### config.mk
export PLATFORM = sky130hd
export DESIGN_NAME = polygon_collinear_simplify
export DESIGN_NICKNAME = d
export VERILOG_FILES = /design/src/rtl/core/pcs_pkg.sv /design/src/rtl/core/polygon_collinear_simplify.sv
export SDC_FILE = /design/constraint.sdc
export NUM_CORES = 2
export LEC_CHECK = 0
export ABC_AREA = 1
export BUFFER_PORTS_ARGS = -buffer_cell sky130_fd_sc_hd__buf_2
export CELL_PAD_IN_SITES_DETAIL_PLACEMENT = 0
export CELL_PAD_IN_SITES_GLOBAL_PLACEMENT = 2
export CORE_ASPECT_RATIO = 1.75
export CORE_MARGIN = 2
export CORE_UTILIZATION = 44
export CTS_BUF_LIST = sky130_fd_sc_hd__clkbuf_4
export DETAILED_ROUTE_END_ITERATION = 8
export PLACE_DENSITY = 0.83
export SYNTH_ARGS = -nofsm -noshare
export SYNTH_HDL_FRONTEND = slang
export SYNTH_SLANG_ARGS = --single-unit
### constraint.sdc
create_clock -name clk_i -period 9.37 [get_ports clk_i]
set_clock_uncertainty 0.05 [all_clocks]
set_input_delay 1.4055 -clock clk_i [delete_from_list [all_inputs] [get_ports clk_i]]
set_output_delay 1.4055 -clock clk_i [all_outputs]
set_load 0.02 [all_outputs]
### src/rtl/core/pcs_pkg.sv
// ----------------------------------------------------------------------------
// pcs_pkg
// Constants, types and sequencer states of the polygon simplifier.
// ----------------------------------------------------------------------------
package pcs_pkg;

  localparam int MAX_POINTS = 64;
  localparam int COORD_BITS = 16;
  localparam int IDX_BITS   = $clog2(MAX_POINTS);
  localparam int CNT_BITS   = $clog2(MAX_POINTS + 1);
  localparam int DIFF_BITS  = COORD_BITS + 1;
  localparam int PROD_BITS  = 2 * DIFF_BITS;
  localparam int BOUND_BITS = COORD_BITS + 1;
  localparam int MIN_POLY   = 3;

  // One stored vertex.
  typedef struct packed {
    logic signed [COORD_BITS-1:0] x;
    logic signed [COORD_BITS-1:0] y;
  } point_t;

  // Sequencer states, one-hot.
  typedef enum logic [15:0] {
    ST_IDLE    = 16'h0001,
    ST_SC_INIT = 16'h0002,
    ST_SC_W0   = 16'h0004,
    ST_SC_W1   = 16'h0008,
    ST_SC_W2   = 16'h0010,
    ST_MUL1    = 16'h0020,
    ST_MUL2    = 16'h0040,
    ST_TEST    = 16'h0080,
    ST_RM_RD   = 16'h0100,
    ST_RM_WR   = 16'h0200,
    ST_BB_RD   = 16'h0400,
    ST_BB_ACC  = 16'h0800,
    ST_EM_RD   = 16'h1000,
    ST_EM_LD   = 16'h2000,
    ST_DEG     = 16'h4000,
    ST_EM_WAIT = 16'h8000
  } state_e;

endpackage

### src/rtl/core/polygon_collinear_simplify.sv
// ----------------------------------------------------------------------------
// polygon_collinear_simplify
// Loads a closed polygon, removes collinear in-between vertices and emits
// the survivors with their widened bounding box.
// ----------------------------------------------------------------------------
// Points are taken one per cycle until the transfer marked last_point; the
// block then stalls its input while a small sequencer works on the 64-entry
// vertex memory through a single read port and one shared 17x17 multiplier.
// Each scan starts with a window fetch, and every vertex tested goes through
// a fetch, two multiplies and a compare. A removal shifts the tail of the
// memory down, a read and a write per entry, and restarts the scan. The
// bounding box sweep reads and accumulates each vertex; each result is read,
// loaded and held until taken. A polygon that loads fewer than three
// vertices raises out_valid_o through the degenerate state, entered from the
// transfer of its last point. The input opens again in the cycle after the
// final result transfers. No clearing pass is needed after reset.
module polygon_collinear_simplify (
  input  logic                                    clk_i,
  input  logic                                    rst_ni,
  input  logic                                    in_valid_i,
  output logic                                    in_stall_o,
  input  logic signed [pcs_pkg::COORD_BITS-1:0]   point_x_i,
  input  logic signed [pcs_pkg::COORD_BITS-1:0]   point_y_i,
  input  logic                                    last_point_i,
  output logic                                    out_valid_o,
  input  logic                                    out_stall_i,
  output logic signed [pcs_pkg::COORD_BITS-1:0]   vertex_x_o,
  output logic signed [pcs_pkg::COORD_BITS-1:0]   vertex_y_o,
  output logic signed [pcs_pkg::BOUND_BITS-1:0]   bound_min_x_o,
  output logic signed [pcs_pkg::BOUND_BITS-1:0]   bound_min_y_o,
  output logic signed [pcs_pkg::BOUND_BITS-1:0]   bound_max_x_o,
  output logic signed [pcs_pkg::BOUND_BITS-1:0]   bound_max_y_o,
  output logic                                    degenerate_o,
  output logic                                    overflow_o,
  output logic                                    last_result_o
);

  localparam int CB = pcs_pkg::COORD_BITS;
  localparam int IB = pcs_pkg::IDX_BITS;
  localparam int NB = pcs_pkg::CNT_BITS;
  localparam int DB = pcs_pkg::DIFF_BITS;
  localparam int PB = pcs_pkg::PROD_BITS;
  localparam int BB = pcs_pkg::BOUND_BITS;
  localparam logic [NB-1:0] MaxCnt = NB'(pcs_pkg::MAX_POINTS);
  localparam logic [NB-1:0] MinCnt = NB'(pcs_pkg::MIN_POLY);
  localparam logic [NB-1:0] One    = NB'(1);

  pcs_pkg::state_e state_q, state_d;

  pcs_pkg::point_t mem_q [pcs_pkg::MAX_POINTS];
  pcs_pkg::point_t rd_q;
  logic [IB-1:0]   raddr;
  logic            we;
  logic [IB-1:0]   waddr;
  pcs_pkg::point_t wdata;

  logic [NB-1:0]   cnt_q, cnt_d;
  logic [IB-1:0]   idx_q, idx_d;
  logic            ovf_q, ovf_d;
  pcs_pkg::point_t first_q, first_d, last_q, last_d;
  pcs_pkg::point_t pa_q, pa_d, pb_q, pb_d, pc_q, pc_d;
  logic signed [PB-1:0] prod1_q, prod1_d, prod2_q, prod2_d;
  logic signed [CB-1:0] mnx_q, mnx_d, mny_q, mny_d, mxx_q, mxx_d, mxy_q, mxy_d;

  // Output register.
  logic            ov_q, ov_d;
  pcs_pkg::point_t ovtx_q, ovtx_d;
  logic signed [BB-1:0] omnx_q, omnx_d, omny_q, omny_d, omxx_q, omxx_d, omxy_q, omxy_d;
  logic            odeg_q, odeg_d, oovf_q, oovf_d, olast_q, olast_d;

  // Load-side decisions for the point on the input.
  pcs_pkg::point_t in_pt;
  logic            in_xfer, is_new, do_store;
  logic [NB-1:0]   load_cnt;
  pcs_pkg::point_t load_last, load_first;

  // Shared multiplier and its operand selection.
  logic signed [DB-1:0] mul_a, mul_b;
  logic signed [PB-1:0] mul_p;
  logic signed [DB-1:0] dcx, dcy, dpx, dpy;
  logic                 in_box, hit;

  // Index helpers.
  logic [NB-1:0] idx_ext, idx_p1, idx_p2;
  logic [NB-1:0] cnt_m1;

  assign in_pt.x  = point_x_i;
  assign in_pt.y  = point_y_i;
  assign in_xfer  = in_valid_i && !in_stall_o;
  assign is_new   = (cnt_q == '0) || (in_pt != last_q);
  assign do_store = is_new && (cnt_q < MaxCnt);

  assign idx_ext = {1'b0, idx_q};
  assign idx_p1  = idx_ext + One;
  assign idx_p2  = idx_ext + NB'(2);
  assign cnt_m1  = cnt_q - One;

  // Differences relative to the previous vertex of the window.
  assign dcx = DB'(pc_q.x) - DB'(pa_q.x);
  assign dcy = DB'(pc_q.y) - DB'(pa_q.y);
  assign dpx = DB'(pb_q.x) - DB'(pa_q.x);
  assign dpy = DB'(pb_q.y) - DB'(pa_q.y);

  always_comb begin
    if (state_q == pcs_pkg::ST_MUL1) begin
      mul_a = dcx;
      mul_b = dpy;
    end else begin
      mul_a = dcy;
      mul_b = dpx;
    end
  end

  assign mul_p = mul_a * mul_b;

  assign in_box = ((pb_q.x >= pa_q.x && pb_q.x <= pc_q.x) ||
                   (pb_q.x <= pa_q.x && pb_q.x >= pc_q.x)) &&
                  ((pb_q.y >= pa_q.y && pb_q.y <= pc_q.y) ||
                   (pb_q.y <= pa_q.y && pb_q.y >= pc_q.y));
  assign hit = (prod1_q == prod2_q) && in_box;

  // Point count and end-of-polygon copy of the first point after a load.
  always_comb begin
    load_cnt   = cnt_q + (do_store ? One : '0);
    load_last  = do_store ? in_pt : last_q;
    load_first = (cnt_q == '0) ? in_pt : first_q;
    if (last_point_i && load_cnt > One && load_first == load_last) begin
      load_cnt = load_cnt - One;
    end
  end

  // Sequencer.
  always_comb begin
    state_d = state_q;
    cnt_d   = cnt_q;
    idx_d   = idx_q;
    ovf_d   = ovf_q;
    first_d = first_q;
    last_d  = last_q;
    pa_d    = pa_q;
    pb_d    = pb_q;
    pc_d    = pc_q;
    prod1_d = prod1_q;
    prod2_d = prod2_q;
    mnx_d   = mnx_q;
    mny_d   = mny_q;
    mxx_d   = mxx_q;
    mxy_d   = mxy_q;
    ov_d    = ov_q;
    ovtx_d  = ovtx_q;
    omnx_d  = omnx_q;
    omny_d  = omny_q;
    omxx_d  = omxx_q;
    omxy_d  = omxy_q;
    odeg_d  = odeg_q;
    oovf_d  = oovf_q;
    olast_d = olast_q;
    raddr   = '0;
    we      = 1'b0;
    waddr   = idx_q;
    wdata   = rd_q;

    unique case (state_q)
      pcs_pkg::ST_IDLE: begin
        if (in_xfer) begin
          if (do_store) begin
            we     = 1'b1;
            waddr  = cnt_q[IB-1:0];
            wdata  = in_pt;
            last_d = in_pt;
            if (cnt_q == '0) begin
              first_d = in_pt;
            end
          end else if (is_new) begin
            ovf_d = 1'b1;
          end
          if (last_point_i) begin
            cnt_d   = load_cnt;
            idx_d   = '0;
            state_d = (load_cnt < MinCnt) ? pcs_pkg::ST_DEG : pcs_pkg::ST_SC_INIT;
          end else begin
            cnt_d = load_cnt;
          end
        end
      end
      // Fetch the window: previous of vertex 0, vertex 0, vertex 1.
      pcs_pkg::ST_SC_INIT: begin
        raddr   = cnt_m1[IB-1:0];
        state_d = pcs_pkg::ST_SC_W0;
      end
      pcs_pkg::ST_SC_W0: begin
        pa_d    = rd_q;
        raddr   = '0;
        state_d = pcs_pkg::ST_SC_W1;
      end
      pcs_pkg::ST_SC_W1: begin
        pb_d    = rd_q;
        raddr   = IB'(1);
        state_d = pcs_pkg::ST_SC_W2;
      end
      pcs_pkg::ST_SC_W2: begin
        pc_d    = rd_q;
        state_d = pcs_pkg::ST_MUL1;
      end
      // Cross product of the window, one product a cycle.
      pcs_pkg::ST_MUL1: begin
        prod1_d = mul_p;
        state_d = pcs_pkg::ST_MUL2;
      end
      pcs_pkg::ST_MUL2: begin
        prod2_d = mul_p;
        state_d = pcs_pkg::ST_TEST;
      end
      pcs_pkg::ST_TEST: begin
        if (hit) begin
          state_d = pcs_pkg::ST_RM_RD;
        end else if (idx_p1 == cnt_q) begin
          idx_d   = '0;
          state_d = pcs_pkg::ST_BB_RD;
        end else begin
          idx_d   = idx_p1[IB-1:0];
          pa_d    = pb_q;
          pb_d    = pc_q;
          raddr   = (idx_p2 == cnt_q) ? '0 : idx_p2[IB-1:0];
          state_d = pcs_pkg::ST_SC_W2;
        end
      end
      // Close the gap left by the removed vertex, reading and then writing each entry.
      pcs_pkg::ST_RM_RD: begin
        if (idx_p1 >= cnt_q) begin
          cnt_d   = cnt_m1;
          idx_d   = '0;
          state_d = (cnt_m1 < MinCnt) ? pcs_pkg::ST_DEG : pcs_pkg::ST_SC_INIT;
        end else begin
          raddr   = idx_p1[IB-1:0];
          state_d = pcs_pkg::ST_RM_WR;
        end
      end
      pcs_pkg::ST_RM_WR: begin
        we      = 1'b1;
        waddr   = idx_q;
        wdata   = rd_q;
        idx_d   = idx_p1[IB-1:0];
        state_d = pcs_pkg::ST_RM_RD;
      end
      // Bounding box sweep over the survivors.
      pcs_pkg::ST_BB_RD: begin
        raddr   = idx_q;
        state_d = pcs_pkg::ST_BB_ACC;
      end
      pcs_pkg::ST_BB_ACC: begin
        if (idx_q == '0) begin
          mnx_d = rd_q.x;
          mxx_d = rd_q.x;
          mny_d = rd_q.y;
          mxy_d = rd_q.y;
        end else begin
          if (rd_q.x < mnx_q) mnx_d = rd_q.x;
          if (rd_q.x > mxx_q) mxx_d = rd_q.x;
          if (rd_q.y < mny_q) mny_d = rd_q.y;
          if (rd_q.y > mxy_q) mxy_d = rd_q.y;
        end
        if (idx_p1 == cnt_q) begin
          idx_d   = '0;
          state_d = pcs_pkg::ST_EM_RD;
        end else begin
          idx_d   = idx_p1[IB-1:0];
          state_d = pcs_pkg::ST_BB_RD;
        end
      end
      // Present one survivor at a time.
      pcs_pkg::ST_EM_RD: begin
        raddr   = idx_q;
        state_d = pcs_pkg::ST_EM_LD;
      end
      pcs_pkg::ST_EM_LD: begin
        ov_d    = 1'b1;
        ovtx_d  = rd_q;
        omnx_d  = BB'(mnx_q) - BB'(1);
        omny_d  = BB'(mny_q) - BB'(1);
        omxx_d  = BB'(mxx_q) + BB'(1);
        omxy_d  = BB'(mxy_q) + BB'(1);
        odeg_d  = 1'b0;
        oovf_d  = ovf_q;
        olast_d = (idx_p1 == cnt_q);
        state_d = pcs_pkg::ST_EM_WAIT;
      end
      pcs_pkg::ST_DEG: begin
        ov_d    = 1'b1;
        ovtx_d  = '0;
        omnx_d  = '0;
        omny_d  = '0;
        omxx_d  = '0;
        omxy_d  = '0;
        odeg_d  = 1'b1;
        oovf_d  = ovf_q;
        olast_d = 1'b1;
        state_d = pcs_pkg::ST_EM_WAIT;
      end
      pcs_pkg::ST_EM_WAIT: begin
        if (!out_stall_i) begin
          ov_d = 1'b0;
          if (olast_q) begin
            cnt_d   = '0;
            ovf_d   = 1'b0;
            state_d = pcs_pkg::ST_IDLE;
          end else begin
            idx_d   = idx_p1[IB-1:0];
            state_d = pcs_pkg::ST_EM_RD;
          end
        end
      end
      default: begin
        state_d = pcs_pkg::ST_IDLE;
      end
    endcase
  end

  // Vertex memory with registered read.
  always_ff @(posedge clk_i) begin
    if (we) begin
      mem_q[waddr] <= wdata;
    end
    rd_q <= mem_q[raddr];
  end

  // Control state.
  always_ff @(posedge clk_i or negedge rst_ni) begin
    if (!rst_ni) begin
      state_q <= pcs_pkg::ST_IDLE;
      cnt_q   <= '0;
      ovf_q   <= 1'b0;
      ov_q    <= 1'b0;
      idx_q   <= '0;
    end else begin
      state_q <= state_d;
      cnt_q   <= cnt_d;
      ovf_q   <= ovf_d;
      ov_q    <= ov_d;
      idx_q   <= idx_d;
    end
  end

  // Payload registers.
  always_ff @(posedge clk_i) begin
    first_q <= first_d;
    last_q  <= last_d;
    pa_q    <= pa_d;
    pb_q    <= pb_d;
    pc_q    <= pc_d;
    prod1_q <= prod1_d;
    prod2_q <= prod2_d;
    mnx_q   <= mnx_d;
    mny_q   <= mny_d;
    mxx_q   <= mxx_d;
    mxy_q   <= mxy_d;
    ovtx_q  <= ovtx_d;
    omnx_q  <= omnx_d;
    omny_q  <= omny_d;
    omxx_q  <= omxx_d;
    omxy_q  <= omxy_d;
    odeg_q  <= odeg_d;
    oovf_q  <= oovf_d;
    olast_q <= olast_d;
  end

  assign in_stall_o    = (state_q != pcs_pkg::ST_IDLE);
  assign out_valid_o   = ov_q;
  assign vertex_x_o    = ovtx_q.x;
  assign vertex_y_o    = ovtx_q.y;
  assign bound_min_x_o = omnx_q;
  assign bound_min_y_o = omny_q;
  assign bound_max_x_o = omxx_q;
  assign bound_max_y_o = omxy_q;
  assign degenerate_o  = odeg_q;
  assign overflow_o    = oovf_q;
  assign last_result_o = olast_q;

endmodule

==> results_dict.tcl <==
set metrics [dict create \
    cts_inserted_buffers 591 \
    cp_data_required_time_ps 10300 \
    die-width_um 407 \
    numPortBuffers 141 \
    fmax_ghz 0.115 \
    synth.area.mux_share 0.0000802 \
    seq_power_share 0.382 \
    ys_ff_latch 2506 \
    ys_warn_count 0 \
    wl_met2_um 217000 \
    slew_violations 0 \
    ant_nets 0 \
    grt_max_degree 184 \
    synthAdderAreaFrac 0.0745 \
    drive_gt1_frac 0.124 \
    slew_headroom 0.120 \
    synth_xor_area_frac 0.0109 \
    dr_wl_met3_um 22900 \
    irDropWorstVdd_uv 1050 \
    syn_area_per_cell_um2 10.5 \
    cts-root-buf "clkbuf_4" \
    vias 89637 \
    grt_pass1_vias 89948 \
    design.die.area_um2 288000 \
    crit_top_cell "nand2_1" \
    report.final.setup_viol 0 \
    dpl_worst_slack_ps 377 \
    drt-total-wl_um 415000 \
    place_area_um2 131000 \
    cts_tree "built" \
    clock_latency_ps 1380 \
    h-tree-depth 6 \
    yosysTopAreaCellShare 0.588 \
    p_switching_mw 15.4 \
    arrival_ps 9640 \
    grt_pass1_wl_um 600000 \
    antenna_found_initial 25 \
    dr.first_iter.drc_count 7958 \
    synthesis.nets 12462 \
    area_growth_syn_to_layout_pct 11.0 \
    powerDensity_nw_per_um2 288 \
    firstDrtPassIters 7 \
    clk_path_buf_depth 4 \
    drt-met1-wl_um 150000 \
    dp_hpwl_um 259000 \
    power_frac_clock 0.227 \
    synth_simple_gate_area_frac 0.221 \
    post-route-util 0.491 \
    rsz0062_at_grt "false" \
    period_needed_ps 8710 \
    design_power_total_mw 40.0 \
    clk_pin_slew_worst_paths_ps 60 \
    synthFlopType "edfxtp_1" \
    synth_area_um2 125000 \
    critPathSlowestCell "fa_2" \
    switching_share 0.384 \
    setup_tns_ps 0 \
    cts.sinks 2506 \
    hp-class "in2async" \
    cpPeakStageDelay_ps 690 \
    cellLeakagePower_nw 55.8 \
    overflow 0 \
    p_int_mw 24.6 \
    final_nets 12877 \
    gp_congestion 0.911 \
    drc 0 \
    seq_area_frac_synth 0.599 \
    synth_largest_area_cell "edfxtp_1" \
    synth_area_leaders "edfxtp_1 (59%), nand3_1 (8.1%), nand2_1 (8.0%)" \
    synth.distinct_cells 68 \
    final_area_um2 139000 \
    synth-async-reset-ratio 0.0124 \
    wire_per_inst_um 25.1 \
    setup_slack_ps 659 \
    critPathKind "reg2reg" \
    io_pins 142 \
    hold_viol 0 \
    post_cts_buffers 0 \
    critPathCaptureType "register" \
    start_util 0.442 \
    core_area_um2 282000 \
    post-route-period-util 0.930 \
    synth_compound_area_frac 0.0229 \
    syn_inst 11862 \
    cap_violations 0 \
    status "finished clean" \
    tightest_slew_ps 1320 \
    pwr-share-comb 0.390 \
    die_y_um 709 \
    cp-start-kind "register" \
    grt_usage 0.285 \
    synth_top_family_by_area "simple AND/OR/NAND/NOR gates" \
    rows 258 \
    synth_edf_count 2443 \
    post_drt_via_cell_ratio 5.43 \
    crit_fanout 11 \
    top_layer "met5" \
]
-- kinds of logic after synthesis --
logic type / Yosys count
flops: 2506
compound gates: 515
buf+inv: 2219
simple gates: 5902
fa+ha+maj: 563
xor+xnor: 156
mux: 1
-- Yosys cell counts, drive strengths merged (2+ instances only) --
| cell | number |
|---|---|
| clkbuf | 213 |
| o22ai | 38 |
| nand3b | 598 |
| a221oi | 2 |
| o31ai | 3 |
| o21a | 6 |
| o211ai | 4 |
| o41ai | 3 |
| a21o | 7 |
| nor2 | 424 |
| o311ai | 2 |
| nor3 | 46 |
| o2111ai | 5 |
| fa | 301 |
| nor3b | 5 |
| o21bai | 9 |
| a211oi | 2 |
| xor2 | 92 |
| inv | 1606 |
| buf | 390 |
| xnor2 | 64 |
| nand2 | 2681 |
| a2bb2oi | 2 |
| a22oi | 2 |
| nor4 | 18 |
| edfxtp | 2443 |
| or2 | 45 |
| dfrtp | 30 |
| o221ai | 4 |
| a31oi | 7 |
| dfxtp | 32 |
| ha | 262 |
| clkinv | 10 |
| a21oi | 197 |
| nand4 | 40 |
| a21boi | 4 |
| o21ai | 212 |
| nand3 | 2044 |
-- path summary, 6_finish.rpt --
| path | from | cells past startpoint | to | slack (ps) |
|---|---|---|---|---|
| min reg2reg | state_q[5] | 1 | state_q[5] | 470 |
| min in group clk_i | point_x_i[7] | 3 | first_q[23] | 410 |
| max | pc_q[16] | 36 | prod1_q[31] | 660 |
| min | rst_ni | 1 | idx_q[5] | 150 |
| max reg2reg | pc_q[16] | 36 | prod1_q[31] | 660 |
| max in group asynchronous | rst_ni | 1 | cnt_q[1] | 8550 |
-- layer usage --
layer	vias up	track usage
met5	-	0
met4	14	0.166
met3	884	0.0357
met2	3250	0.513
met1	44323	0.322
li1	41166	-
-- sequential cells by signal (all words and copies together) (netlist names), 7 cells and up --
name           cells
mem_q           2048
prod1_q           34
prod2_q           34
first_q           32
last_q            32
pa_q              32
pb_q              32
pc_q              32
rd_q              32
bound_max_x_o     17
bound_max_y_o     17
bound_min_x_o     17
bound_min_y_o     17
mnx_q             16
mny_q             16
mxx_q             16
mxy_q             16
state_q           16
vertex_x_o        16
vertex_y_o        16
cnt_q              7
-- power by group through the flow --
stage          Clock, mW  Sequential (mW)  Combinational [mW]
2_1_floorplan          0             15.6                9.60
3_5_place_dp           0             15.5                15.7
4_1_cts             9.29             15.3                15.8
5_1_grt             9.78             15.3                17.4
3_3_place_gp           0             15.5                15.7
6_report            9.08             15.3                15.6
-- through the flow --
| step | cells | hold WS [ps] |
|---|---|---|
| after detailed placement | 15454 | 458 |
| final | 16519 | 148 |
| after floorplan | 11862 | 375 |
| after global placement | 15454 | 419 |
| after CTS | 16497 | 30.1 |
| after global routing | 16504 | 96.1 |
-- cells in the final DEF, fill, tap and decap left out, drive strengths merged, types with 18 or more instances in the layout --
| cell type | n |
|---|---|
| dfrtp | 30 |
| nand4 | 40 |
| ha | 262 |
| diode | 22 |
| or2 | 45 |
| dfxtp | 32 |
| xnor2 | 64 |
| edfxtp | 2443 |
| clkbuf | 869 |
| clkinv | 153 |
| a21oi | 197 |
| nor2 | 424 |
| nor3 | 46 |
| xor2 | 92 |
| nand3 | 2044 |
| buf | 425 |
| nand2 | 2681 |
| o21ai | 212 |
| nor4 | 18 |
| inv | 1613 |
| fa | 301 |
| nand3b | 598 |
| o22ai | 38 |
-- worst max-delay path, delay by kind of cell, from the launching register on --
family	cells	cell delay [ps]
adder cells (fa/ha/maj)	9	4110
buffers and inverters	6	680
AND/OR/NAND/NOR	9	860
flip-flops	1	400
XOR/XNOR	1	150
AO/OA/AOI/OAI	11	2120
-- area by class of cell --
cell class	instances	area [um^2]
diodes	22	55.1
clock buffers	869	6520
clock inverters	174	1070
fillers	25963	144000
inverters	1616	6110
multi-input cells	7137	42100
flip-flops and latches	2506	74800
well taps	3770	4720
repair buffers	425	3200
-- what timing repair did --
item | CTS | global route
setup endpoints to repair | 0 | 16
gates resized for setup | 0 | 11
hold buffers | 0 | 0
Note: power is estimated with default switching activity, not from simulation.
